<file path="src/hw/rtl/htfd_pkg.sv">
// ----------------------------------------------------------------------------
// htfd_pkg
// Shared types and constants for the header/tail frame deframer.
// ----------------------------------------------------------------------------
package htfd_pkg;

	localparam int unsigned CfgIdxW = 2;
	localparam int unsigned CfgDataW = 32;

	localparam logic [CfgIdxW-1:0] CFG_HEADER = 2'd0;
	localparam logic [CfgIdxW-1:0] CFG_TAIL = 2'd1;
	localparam logic [CfgIdxW-1:0] CFG_MAX_PAYLOAD = 2'd2;

	localparam logic [7:0] HeaderReset = 8'hee;
	localparam logic [31:0] TailReset = 32'hfffc_ffff;
	localparam logic [7:0] MaxPayloadReset = 8'd95;
	localparam logic [7:0] LimitCap = 8'd251;
	localparam int unsigned WinDepth = 4;

	typedef enum logic [1:0] {
		ST_PAYLOAD = 2'd0,
		ST_EMPTY = 2'd1,
		ST_DROP = 2'd2
	} status_t;

	typedef struct packed {
		logic [7:0] header_value;
		logic [31:0] tail_pattern;
		logic [7:0] max_payload;
	} cfg_t;

	typedef struct packed {
		logic valid;
		logic [7:0] payload_byte;
		logic last;
		status_t status;
	} result_t;

endpackage

</file>
<file path="src/hw/rtl/header_tail_frame_deframer_core.sv">
// ----------------------------------------------------------------------------
// header_tail_frame_deframer_core
// Removes header and tail bytes from a received byte stream.
// ----------------------------------------------------------------------------
// Received bytes enter on the rx channel (in_valid, in_ready, rx_byte), one
// transaction per byte. Bytes are discarded until the header byte is seen.
// Inside a frame, each payload byte leaves four bytes after it arrived, on
// the out channel (out_valid, out_ready, payload_byte, last, status).
// The final payload byte carries last; an empty frame gives an empty-frame
// status, and a frame over the length limit gives a drop status.
// Registers are written through cfg_we, cfg_index and cfg_data; the user must
// write them only while idle, as the block itself does not enforce this.
// Throughput is one byte per cycle while in_ready is high. Each result is
// registered in the output register; if the receiver stalls, one more
// result is held in a skid register and in_ready falls only when both the
// output and skid registers are full. Reset clears the frame state, both
// registers and restores the register defaults; no clearing pass is needed.
// ----------------------------------------------------------------------------
module header_tail_frame_deframer_core
	import htfd_pkg::*;
(
	input logic clk,
	input logic arst_n,
	input logic in_valid,
	output logic in_ready,
	input logic [7:0] rx_byte,
	output logic out_valid,
	input logic out_ready,
	output logic [7:0] payload_byte,
	output logic last,
	output logic [1:0] status,
	input logic cfg_we,
	input logic [CfgIdxW-1:0] cfg_index,
	input logic [CfgDataW-1:0] cfg_data
);

	cfg_t cfg_q;
	result_t res;
	result_t out_q;
	result_t skid_q;
	logic fire;
	logic out_fire;

	always_ff @(posedge clk or negedge arst_n) begin
		if (!arst_n) begin
			cfg_q.header_value <= HeaderReset;
			cfg_q.tail_pattern <= TailReset;
			cfg_q.max_payload <= MaxPayloadReset;
		end else if (cfg_we) begin
			case (cfg_index)
				CFG_HEADER: cfg_q.header_value <= cfg_data[7:0];
				CFG_TAIL: cfg_q.tail_pattern <= cfg_data[31:0];
				CFG_MAX_PAYLOAD: cfg_q.max_payload <= cfg_data[7:0];
				default: ;
			endcase
		end
	end

	assign in_ready = !skid_q.valid;
	assign fire = in_valid && in_ready;
	assign out_fire = out_q.valid && out_ready;

	htfd_frame u_frame (
		.clk(clk),
		.arst_n(arst_n),
		.fire(fire),
		.rx_byte(rx_byte),
		.cfg(cfg_q),
		.res(res)
	);

	always_ff @(posedge clk or negedge arst_n) begin
		if (!arst_n) begin
			out_q <= '0;
			skid_q <= '0;
		end else if (skid_q.valid) begin
			if (out_fire) begin
				out_q <= skid_q;
				skid_q.valid <= 1'b0;
			end
		end else if (res.valid) begin
			if (!out_q.valid || out_fire) begin
				out_q <= res;
			end else begin
				skid_q <= res;
			end
		end else if (out_fire) begin
			out_q.valid <= 1'b0;
		end
	end

	assign out_valid = out_q.valid;
	assign payload_byte = out_q.payload_byte;
	assign last = out_q.last;
	assign status = out_q.status;

endmodule

</file>
<file path="src/hw/rtl/htfd_frame.sv">
// ----------------------------------------------------------------------------
// htfd_frame
// Frame state, tail window and result decision for one accepted byte.
// ----------------------------------------------------------------------------
module htfd_frame
	import htfd_pkg::*;
(
	input logic clk,
	input logic arst_n,
	input logic fire,
	input logic [7:0] rx_byte,
	input cfg_t cfg,
	output result_t res
);

	logic in_frame_q;
	logic [7:0] cnt_q;
	logic [7:0] win_q [WinDepth];

	logic [7:0] limit;
	logic [8:0] count;
	logic has_payload;
	logic tail_hit;
	logic drop;
	logic [31:0] new_win;

	always_comb begin
		limit = (cfg.max_payload > LimitCap) ? LimitCap : cfg.max_payload;
		count = {1'b0, cnt_q} + 9'd1;
		has_payload = (cnt_q >= 8'd4);
		new_win = {win_q[1], win_q[2], win_q[3], rx_byte};
		tail_hit = (count >= 9'd4) && (new_win == cfg.tail_pattern);
		drop = has_payload && ({1'b0, cnt_q} > ({1'b0, limit} + 9'd3));

		res.valid = 1'b0;
		res.payload_byte = 8'd0;
		res.last = 1'b0;
		res.status = ST_PAYLOAD;
		if (fire && in_frame_q) begin
			if (drop) begin
				res.valid = 1'b1;
				res.status = ST_DROP;
			end else if (tail_hit) begin
				res.valid = 1'b1;
				if (has_payload) begin
					res.payload_byte = win_q[0];
					res.last = 1'b1;
				end else begin
					res.status = ST_EMPTY;
				end
			end else if (has_payload) begin
				res.valid = 1'b1;
				res.payload_byte = win_q[0];
			end
		end
	end

	always_ff @(posedge clk or negedge arst_n) begin
		if (!arst_n) begin
			in_frame_q <= 1'b0;
			cnt_q <= 8'd0;
			for (int i = 0; i < WinDepth; i++) begin
				win_q[i] <= 8'd0;
			end
		end else if (fire) begin
			if (!in_frame_q) begin
				if (rx_byte == cfg.header_value) begin
					in_frame_q <= 1'b1;
					cnt_q <= 8'd0;
					for (int i = 0; i < WinDepth; i++) begin
						win_q[i] <= 8'd0;
					end
				end
			end else if (drop || tail_hit) begin
				in_frame_q <= 1'b0;
				cnt_q <= 8'd0;
				for (int i = 0; i < WinDepth; i++) begin
					win_q[i] <= 8'd0;
				end
			end else begin
				cnt_q <= count[7:0];
				win_q[0] <= win_q[1];
				win_q[1] <= win_q[2];
				win_q[2] <= win_q[3];
				win_q[3] <= rx_byte;
			end
		end
	end

endmodule

</file>
<file path="config.mk">
export PLATFORM = sky130hd
export DESIGN_NAME = header_tail_frame_deframer_core
export DESIGN_NICKNAME = d
export VERILOG_FILES = /design/src/hw/rtl/htfd_pkg.sv /design/src/hw/rtl/header_tail_frame_deframer_core.sv /design/src/hw/rtl/htfd_frame.sv
export SDC_FILE = /design/constraint.sdc
export NUM_CORES = 1
export LEC_CHECK = 0
export ABC_AREA = 1
export ABC_CLOCK_PERIOD_IN_PS = 3000
export BUFFER_PORTS_ARGS = -buffer_cell sky130_fd_sc_hd__buf_2
export CAP_MARGIN = 40
export CORE_MARGIN = 1.5
export CORE_UTILIZATION = 44
export CTS_CLUSTER_SIZE = 24
export DETAILED_ROUTE_END_ITERATION = 7
export GPL_ROUTABILITY_DRIVEN = 0
export SLEW_MARGIN = 25
export SYNTH_ARGS = -nofsm -noshare
export SYNTH_HDL_FRONTEND = slang
export SYNTH_SLANG_ARGS = --single-unit
export TNS_END_PERCENT = 30
</file>
<file path="constraint.sdc">
create_clock -name clk -period 3 [get_ports clk]
set_clock_uncertainty 0.1 [all_clocks]
set_input_delay 0.6 -clock clk [delete_from_list [all_inputs] [get_ports clk]]
set_output_delay 0.6 -clock clk [all_outputs]
set_load 0.01 [all_outputs]
</file>
==> results of run 1 <==
-- through the flow --
| step | hold WS, ns | power (mW) | setup TNS, ns |
|---|---|---|---|
| after floorplan | 0.204 | 3.67 | 0 |
| after detailed placement | 0.353 | 4.14 | -9.65 |
| after global routing | 0.155 | 6.52 | -18.15 |
| after CTS | 0.137 | 6.06 | -4.57 |
| final | 0.107 | 6.05 | -3.72 |
| after global placement | 0.349 | 4.07 | -1.66 |
-- synth_stat cells, drive strengths merged --
master    n  share of area (%)
xor2     13                2.0
clkbuf   12               0.79
xnor2     1               0.15
mux2      2               0.39
dfrtp    71                 31
o22ai    29                3.2
nand2   239                 16
a21oi    25                2.2
dfstp    42                 19
nand4     3               0.33
nor2     66                4.9
o21bai    1               0.13
o21ai    48                5.0
inv     102                6.7
nand3    29                3.0
buf      11                1.8
ha       11                2.4
nand3b    2               0.26
nor4      4               0.44
-- final cells by class --
| cell class | instances | area, µm² | area share [%] |
|---|---|---|---|
| Sequential cell | 113 | 2880 | 41.5 |
| Multi-Input combinational cell | 473 | 2390 | 34.4 |
| Timing Repair Buffer | 84 | 523 | 7.54 |
| Clock buffer | 26 | 489 | 7.05 |
| Inverter | 102 | 385 | 5.55 |
| Tap cell | 172 | 215 | 3.10 |
| Clock inverter | 6 | 57.6 | 0.829 |
-- timing repair --
item | 4_1_cts | 5_1_grt
pin swaps | 17 | 15
gates resized for setup | 12 | 15
hold endpoints to repair | 0 | 0
endpoints found under the setup margin | 61 | 61
hold buffers | 0 | 0
setup buffers | 3 | 2
-- layer usage --
metal | vias to the layer above | GRT usage, % | routed length, µm | share of wire, %
met3 | 15 | 4.58 | 403 | 3.4
met2 | 73 | 32.2 | 5730 | 48
met1 | 2132 | 25.3 | 5700 | 47
li1 | 2391 | - | - | -
met5 | - | 0 | 0 | 0
met4 | 0 | 7.15 | 183 | 1.5
-- flip-flops by register name, indices dropped and copies added, names as in the netlist --
signal              count
cfg_q                  48
payload_byte            8
u_frame.in_frame_q      1
out_valid               1
u_frame.cnt_q           8
status                  2
last                    1
skid_q                 12
u_frame.win_q           8
u_frame.new_win        24
-- report_power, final --
part / internal, mW / switching (mW)
registers: 2.03 / 0.312
logic: 0.719 / 1.14
clock network: 1.20 / 0.657
-- cells by family (layout without fill, tap and decap cells) --
logic type | after synthesis | count (layout) | synth area share, %
adders and majority gates | 11 | 11 | 2.41
xor gates and xnor gates | 14 | 14 | 2.15
DFF | 113 | 113 | 50.4
AOI/OAI and AO/OA | 103 | 103 | 10.5
and+or+nand+nor | 343 | 343 | 24.8
buffers and inverters | 125 | 218 | 9.29
muxes | 2 | 2 | 0.394
-- how the worst max path moves through the flow --
| stage | cells past startpoint | to | slack, ns |
|---|---|---|---|
| floorplan | 20 | last | 0.002 |
| global route | 21 | payload_byte[3] | -0.40 |
| detailed placement | 20 | last | -0.34 |
| finish | 20 | payload_byte[3] | -0.14 |
| global placement | 20 | last | -0.18 |
| CTS | 20 | payload_byte[3] | -0.18 |
==> out/metrics.yaml, run 1 <==
timing:
  fin_crit_ns: 3.14
  maxSlewHeadroom_pct: 57.5
  fmaxAchievable_mhz: 318
  slew_viol_final: 0
  rsz0062_at_grt: "true"
  setup_ws_ns: -0.142
  finalHoldViolCount: 0
  tightestPinTransition_ns: 0.638
  fin_crit_sh_pct: 105
  finalSetupViolCount: 59
global_route:
  grtUsageTotal_pct: 19.5
  antenna_found_initial: 0
  overflow: 0
  grt_pass1_vias: 4411
  grt_max_degree: 49
  grt_pass1_wl_mm: 20.5
pwr:
  p_per_area_nw_per_um2: 872
  ir_worst_vdd_uv: 334
  power.leakage_nw: 3.66
clock_network:
  clkTransAtPathRegs_ns: 0.05
  clockBufferDepth: 2
  cts_max_level: 4
  clockRootBuffer: "clkbuf_16"
  cts_sinks: 113
  cts_buffers: 17
  cts_tree: "done"
  clock_latency_ns: 0.41
setup_path:
  r2r_start: "cfg_q[4]"
  reg2reg_depth: 20
  arrival_ns: 3.39
  ff2ff_setup_slack_ns: -0.14
  cp_data_required_time_ns: 3.25
  critPathTopFamily: "simple AND/OR/NAND/NOR gates"
  cp_slowest_stage_delay_ns: 0.55
  startpoint_type: "register"
  reg2reg_to: "payload_byte[3]"
  worst-setup-path-type: "reg2reg"
  cp_common_cell: "nand2_1"
  path_max_fanout: 8
  worstSetupStartpoint: "cfg_q[4]"
  slowest_stage: "dfstp_2"
  crit_chain: "nand2_4 -> nor4_4 -> nor2_1 -> ha_2 -> nand3b_1 -> nor2_1 -> xor2_1 -> ha_1 -> nand2_1 -> nand2_1 -> a21oi_2 -> nand3_2 -> nand2_4 -> inv_4 -> nor2_4 -> buf_12 -> nand2_2 -> nand2_1 -> nand3_1 -> nand2_1"
  path_buf_inv: 2
  cp-end-kind: "register"
finish:
  fin_cells: 976
  drive_above_1_share_pct: 26.0
  syn_to_final_growth_pct: 21.5
  utilization_pct: 55.0
  antenna_cells: 0
  final_area_um2: 6940
  fillers: 1225
  num-nets-final: 849
  final_common_cell: "nand2_1"
  final_cell_mix: "222 x nand2_1, 95 x inv_1, 71 x dfrtp_1, 58 x nor2_1, 58 x buf_2"
status:
  status: "complete, but fails checks"
  violations: "setup timing"
job:
  maxCapViolations: 0
die:
  core_um2: 12600
  dieArea_um2: 13700
  chipWidth_um: 117
  num_rows: 41
  ios: 60
  fp.dieH_um: 117
  start_util_pct: 45.3
placed_design:
  io_buffers: 59
  place_area_um2: 6260
  place_ws_ns: -0.345
  dp.cells: 939
  hpwl_mm: 8.67
yosys:
  ys_warn_count: 0
  syn_area_per_cell_um2: 8.03
  synth_nets: 769
  yosysUniqueCellTypes: 30
  ys_seq_area_share_pct: 50.4
  ys_ff_latch: 113
  syn_inst: 711
  syn_area_um2: 5710
route:
  antenna_left: 0
  routed_wl_mm: 12.0
  wl_per_cell_um: 12.3
  drt-initial-drc-count: 160
  dr_total_vias: 4611
  dr.pass1.iters: 4
  drc: 0
  vias_per_cell: 4.72
min_path:
  hp-class: "in2async"
No activity file was read; power rests on OpenSTA's default activity.
==> run 2, diff against run 1 <==
--- a/config.mk
+++ b/config.mk
@@ -10,10 +10,11 @@
 export BUFFER_PORTS_ARGS = -buffer_cell sky130_fd_sc_hd__buf_2
 export CAP_MARGIN = 40
 export CORE_MARGIN = 1.5
-export CORE_UTILIZATION = 44
+export CORE_UTILIZATION = 50
 export CTS_CLUSTER_SIZE = 24
 export DETAILED_ROUTE_END_ITERATION = 7
 export GPL_ROUTABILITY_DRIVEN = 0
+export PLACE_DENSITY = 0.72
 export SLEW_MARGIN = 25
 export SYNTH_ARGS = -nofsm -noshare
 export SYNTH_HDL_FRONTEND = slang
==> out/metrics.yaml, run 2 (same netlist as run 1, synthesis figures left out) <==
status:
  status: "complete, but fails checks"
  violations: "setup timing"
placed_design:
  place_ws_ns: -0.273
  io_buffers: 59
  dp.cells: 906
  hpwl_mm: 8.82
route:
  vias_per_cell: 5.10
  drc: 0
  routed_wl_mm: 12.6
  antenna_left: 0
  drt-initial-drc-count: 235
  wl_per_cell_um: 13.3
  dr.pass1.iters: 4
  dr_total_vias: 4826
setup_path:
  worst-setup-path-type: "reg2reg"
  critPathTopFamily: "simple AND/OR/NAND/NOR gates"
  worstSetupStartpoint: "cfg_q[3]"
  r2r_start: "cfg_q[3]"
  cp_data_required_time_ns: 3.25
  cp-end-kind: "register"
  path_buf_inv: 2
  slowest_stage: "dfstp_2"
  cp_slowest_stage_delay_ns: 0.53
  path_max_fanout: 5
  startpoint_type: "register"
  crit_chain: "inv_2 -> nor4_4 -> nor2_1 -> ha_2 -> nand3b_1 -> nor2_1 -> xor2_1 -> ha_1 -> nand2_1 -> nand2_1 -> a21oi_2 -> nand3_1 -> nand2_2 -> inv_4 -> nor2_4 -> nand2_1 -> nand2_1 -> nand3_1 -> nand2_1"
  cp_common_cell: "nand2_1"
  arrival_ns: 3.37
die:
  chipWidth_um: 110
  start_util_pct: 52.0
  core_um2: 11000
  num_rows: 38
  ios: 60
  dieArea_um2: 12100
  fp.dieH_um: 110
pwr:
  pwr-share-clk_pct: 32.0
  p_seq_share_pct: 37.8
  p_sw_mw: 2.14
  internal_power_mw: 4.07
  finalPower_mw: 6.21
  p_per_area_nw_per_um2: 896
  ir_worst_vdd_uv: 484
  power.leakage_nw: 3.66
  swShare_pct: 34.4
  combPwrFrac_pct: 30.3
finish:
  antenna_cells: 0
  final_common_cell: "nand2_1"
  num-nets-final: 851
  largest-register: "cfg_q"
  drive_above_1_share_pct: 26.1
  final_cell_mix: "226 x nand2_1, 94 x inv_1, 71 x dfrtp_1, 58 x nor2_1, 58 x buf_2"
  fin_cells: 946
  fillers: 893
  largest_reg_flops: 48
  utilization_pct: 63.2
  syn_to_final_growth_pct: 21.5
timing:
  holdWs_ns: 0.0180
  fin_crit_sh_pct: 104
  fin_crit_ns: 3.12
  tightestPinTransition_ns: 0.574
  slew_viol_final: 0
  rsz0062_at_grt: "true"
  maxSlewHeadroom_pct: 61.7
  fmaxAchievable_mhz: 321
  finalSetupViolCount: 55
  setup_ws_ns: -0.118
  finalHoldViolCount: 0
min_path:
  hp-class: "in2async"
clock_network:
  cts_buffers: 17
  ctsHoldBuffers: 0
  clock_latency_ns: 0.41
  cts_max_level: 4
  clkTransAtPathRegs_ns: 0.05
  clockBufferDepth: 2
  cts_sinks: 113
  clockRootBuffer: "clkbuf_16"
  cts_tree: "done"
global_route:
  antenna_found_initial: 0
  grt_pass1_vias: 4695
  overflow: 0
  grt.met1_usage_pct: 28.1
  use_met2_pct: 39.3
  grt_most_used_layer: "met2"
  grt_max_degree: 55
  use_met3_pct: 5.63
  grt_pass1_wl_mm: 21.3
  grtUsageTotal_pct: 23.1
job:
  maxCapViolations: 0
run 2: cell count changes in the layout (fill, tap and decap cells not counted), moves of 2 or more:
| cell | delta |
|---|---|
| nand2_4 | -3 |
| clkbuf_8 | +2 |
| nand2_1 | +4 |
| clkbuf_1 | -2 |
run 2: metal layers:
metal | vias to the layer above | part of all wire, %
li1 | 2397 | -
met1 | 2295 | 45
met2 | 102 | 49
met3 | 32 | 3.7
met4 | 0 | 2.6
met5 | - | 0
run 2: final timing paths:
path                               endpoint  slack [ns]  cells past startpoint
max in group asynchronous         cfg_q[39]        1.98                      2
setup / recovery            payload_byte[5]       -0.12                     19
setup reg to reg            payload_byte[5]       -0.12                     19
hold / removal             u_frame.cnt_q[7]        0.02                      1
min in group clk                  cfg_q[19]        0.32                      2
hold reg to reg             payload_byte[7]        0.36                      2
run 2: area by class of cell:
type / instances / area, µm² / area share (%)
Clock buffer: 26 / 509 / 7.34
Sequential cell: 113 / 2880 / 41.5
Multi-Input combinational cell: 474 / 2380 / 34.3
Tap cell: 140 / 175 / 2.52
Inverter: 102 / 385 / 5.55
Clock inverter: 6 / 80.1 / 1.15
Timing Repair Buffer: 85 / 531 / 7.65
run 2: through the flow:
step                      area (µm²)  setup TNS [ns]
after global placement          6230           -1.41
final                           6940           -2.16
after detailed placement        6230           -6.98
after floorplan                 5720               0
after CTS                       6900           -1.93
after global routing            6940          -15.51
run 2: repair_timing:
item	in CTS	in global routing
gates resized for setup	13	9
hold endpoints to repair	0	0
endpoints found under the setup margin	60	61
pin swaps	2	8
cloned	1	0
setup buffers	6	1
run 2: power by group through the flow:
stage | sequential (mW) | clock (mW) | combinational (mW)
final | 2.35 | 1.99 | 1.88
after global routing | 2.41 | 2.09 | 2.13
after CTS | 2.34 | 2.01 | 1.86
after detailed placement | 2.35 | 0 | 1.80
after global placement | 2.33 | 0 | 1.74
after floorplan | 2.30 | 0 | 1.37
run 2: worst reg2reg max path: cells and delay by family (launching register included):
family	cells	cell delay (ns)
AOI/OAI and AO/OA	1	0.11
xor gates and xnor gates	1	0.17
adders and majority gates	2	0.46
buffers and inverters	2	0.12
DFF	1	0.53
and+or+nand+nor	13	1.58
==> run 3, diff against run 2 <==
==> constraint.sdc (replaced) <==
create_clock -name clk -period 3 [get_ports clk]
set_clock_uncertainty 0.1 [all_clocks]
set_input_delay 0.3 -clock clk [delete_from_list [all_inputs] [get_ports clk]]
set_output_delay 0.3 -clock clk [all_outputs]
set_load 0.01 [all_outputs]
==> out/metrics.yaml, run 3 (same netlist as run 1, synthesis figures left out) <==
status:
  status: "complete, but fails checks"
  violations: "setup timing"
timing:
  tightestPinTransition_ns: 0.720
  fin_crit_ns: 3.16
  fin_crit_sh_pct: 105
  rsz0062_at_grt: "true"
  holdWs_ns: 0.0161
  setup_ws_ns: -0.162
  finalSetupViolCount: 57
  setup_tns_ns: -6.06
  maxSlewHeadroom_pct: 52.0
  slew_viol_final: 0
  fmaxAchievable_mhz: 316
  finalHoldViolCount: 0
route:
  drt-initial-drc-count: 221
  wl_per_cell_um: 13.3
  dr_total_vias: 4767
  antenna_left: 0
  routed_wl_mm: 12.7
  dr.pass1.iters: 5
  vias_per_cell: 5.01
  drc: 0
clock_network:
  clockRootBuffer: "clkbuf_16"
  clkTransAtPathRegs_ns: 0.05
  clock_latency_ns: 0.41
  cts_buffers: 17
  cts_tree: "done"
  clockBufferDepth: 2
  cts_max_level: 4
  cts_sinks: 113
global_route:
  grtUsageTotal_pct: 23.2
  grt_pass1_wl_mm: 21.2
  grt_pass1_vias: 4733
  overflow: 0
  antenna_found_initial: 0
  grt_max_degree: 55
setup_path:
  cp_data_required_time_ns: 3.18
  r2r_start: "cfg_q[3]"
  cp-end-kind: "register"
  arrival_ns: 3.34
  reg2reg_to: "u_frame.new_win[18]"
  ff2ff_setup_slack_ns: -0.16
  reg2reg_depth: 19
  worst-setup-path-type: "reg2reg"
  path_max_fanout: 25
  startpoint_type: "register"
die:
  core_um2: 11000
  num_rows: 38
  start_util_pct: 52.0
  dieArea_um2: 12100
  ios: 60
  fp.dieH_um: 110
  chipWidth_um: 110
finish:
  final_cell_mix: "227 x nand2_1, 94 x inv_1, 71 x dfrtp_1, 58 x nor2_1, 58 x buf_2"
  drive_above_1_share_pct: 26.8
  syn_to_final_growth_pct: 23.5
  final_common_cell: "nand2_1"
  largest_reg_flops: 48
  largest-register: "cfg_q"
  num-nets-final: 857
  antenna_cells: 0
  fillers: 911
  final_area_um2: 7050
pwr:
  power.leakage_nw: 3.71
  p_per_area_nw_per_um2: 913
  finalPower_mw: 6.44
  ir_worst_vdd_uv: 464
placed_design:
  io_buffers: 59
  place_area_um2: 6220
  hpwl_mm: 8.78
min_path:
  hp-class: "in2reg"
  hold_end: "cfg_q[16]"
  whs_path_depth: 3
  min-delay-start: "cfg_data[8]"
job:
  maxCapViolations: 0
## run 3: changes by cell type in the layout (fill, tap and decap cells not counted), sizes merged
cell         delta
buf             +5
clkinv          -3
bufinv          +2
clkbuf          -1
clkinvlp        +1
dlygate4sd3     +1
inv             +1
## run 3: area by class of cell
cell class / count / area (µm²) / area share, %
sequential: 113 / 2880 / 40.8
multi-input combinational: 474 / 2400 / 34.0
timing repair buffer: 91 / 561 / 7.95
clock buffer: 25 / 505 / 7.17
clock inverter: 7 / 145 / 2.06
inverter: 102 / 385 / 5.46
tap: 140 / 175 / 2.48
## run 3: timing repair
action                                  CTS  global route
setup buffers                             9             1
gates resized for setup                  10            16
hold buffers                              1             0
endpoints found under the hold margin    33             0
endpoints found under the setup margin   61            61
pin swaps                                 5            18
cloned                                    1             0
## run 3: how the worst max path moves through the flow
stage,slack (ns),end,from
floorplan,0.002,last,cfg_q[3]
global placement,-0.16,last,cfg_q[2]
detailed placement,-0.31,last,cfg_q[2]
CTS,-0.12,payload_byte[3],cfg_q[2]
global route,-0.38,payload_byte[1],cfg_q[3]
finish,-0.16,u_frame.new_win[18],cfg_q[3]
## run 3: critical path, cell delays in order, from the launching register on
cell,delay (ns)
dfstp_2,0.54
inv_2,0.05
nor4_4,0.33
nor2_2,0.09
buf_4,0.14
buf_4,0.12
buf_4,0.11
buf_4,0.12
buf_4,0.12
buf_4,0.12
buf_4,0.12
ha_1,0.26
nand3_1,0.08
nand2_1,0.05
inv_1,0.06
nand2_2,0.07
buf_4,0.14
nand3_4,0.10
buf_12,0.18
o22ai_1,0.09
## run 3: metrics by stage
stage / worst slack (ns) / util [%] / std cells
6_report: -0.162 / 64.2 / 952
5_1_grt: -0.381 / 64.2 / 952
4_1_cts: -0.115 / 63.6 / 951
3_3_place_gp: -0.162 / 56.6 / 908
3_5_place_dp: -0.311 / 56.6 / 908
2_1_floorplan: 0.00213 / - / 711
## run 3: report_power, final
group          total [mW]  internal [mW]  switching (mW)
clock                2.18           1.50           0.677
sequential           2.35           2.03           0.316
combinational        1.91          0.739            1.17
total                6.44           4.28            2.16
## run 3: routing by layer
layer  wire, µm  GRT usage [%]
met5          0              0
met4        220           9.09
met3        402           4.68
met2       6250           39.4
met1       5800           28.8
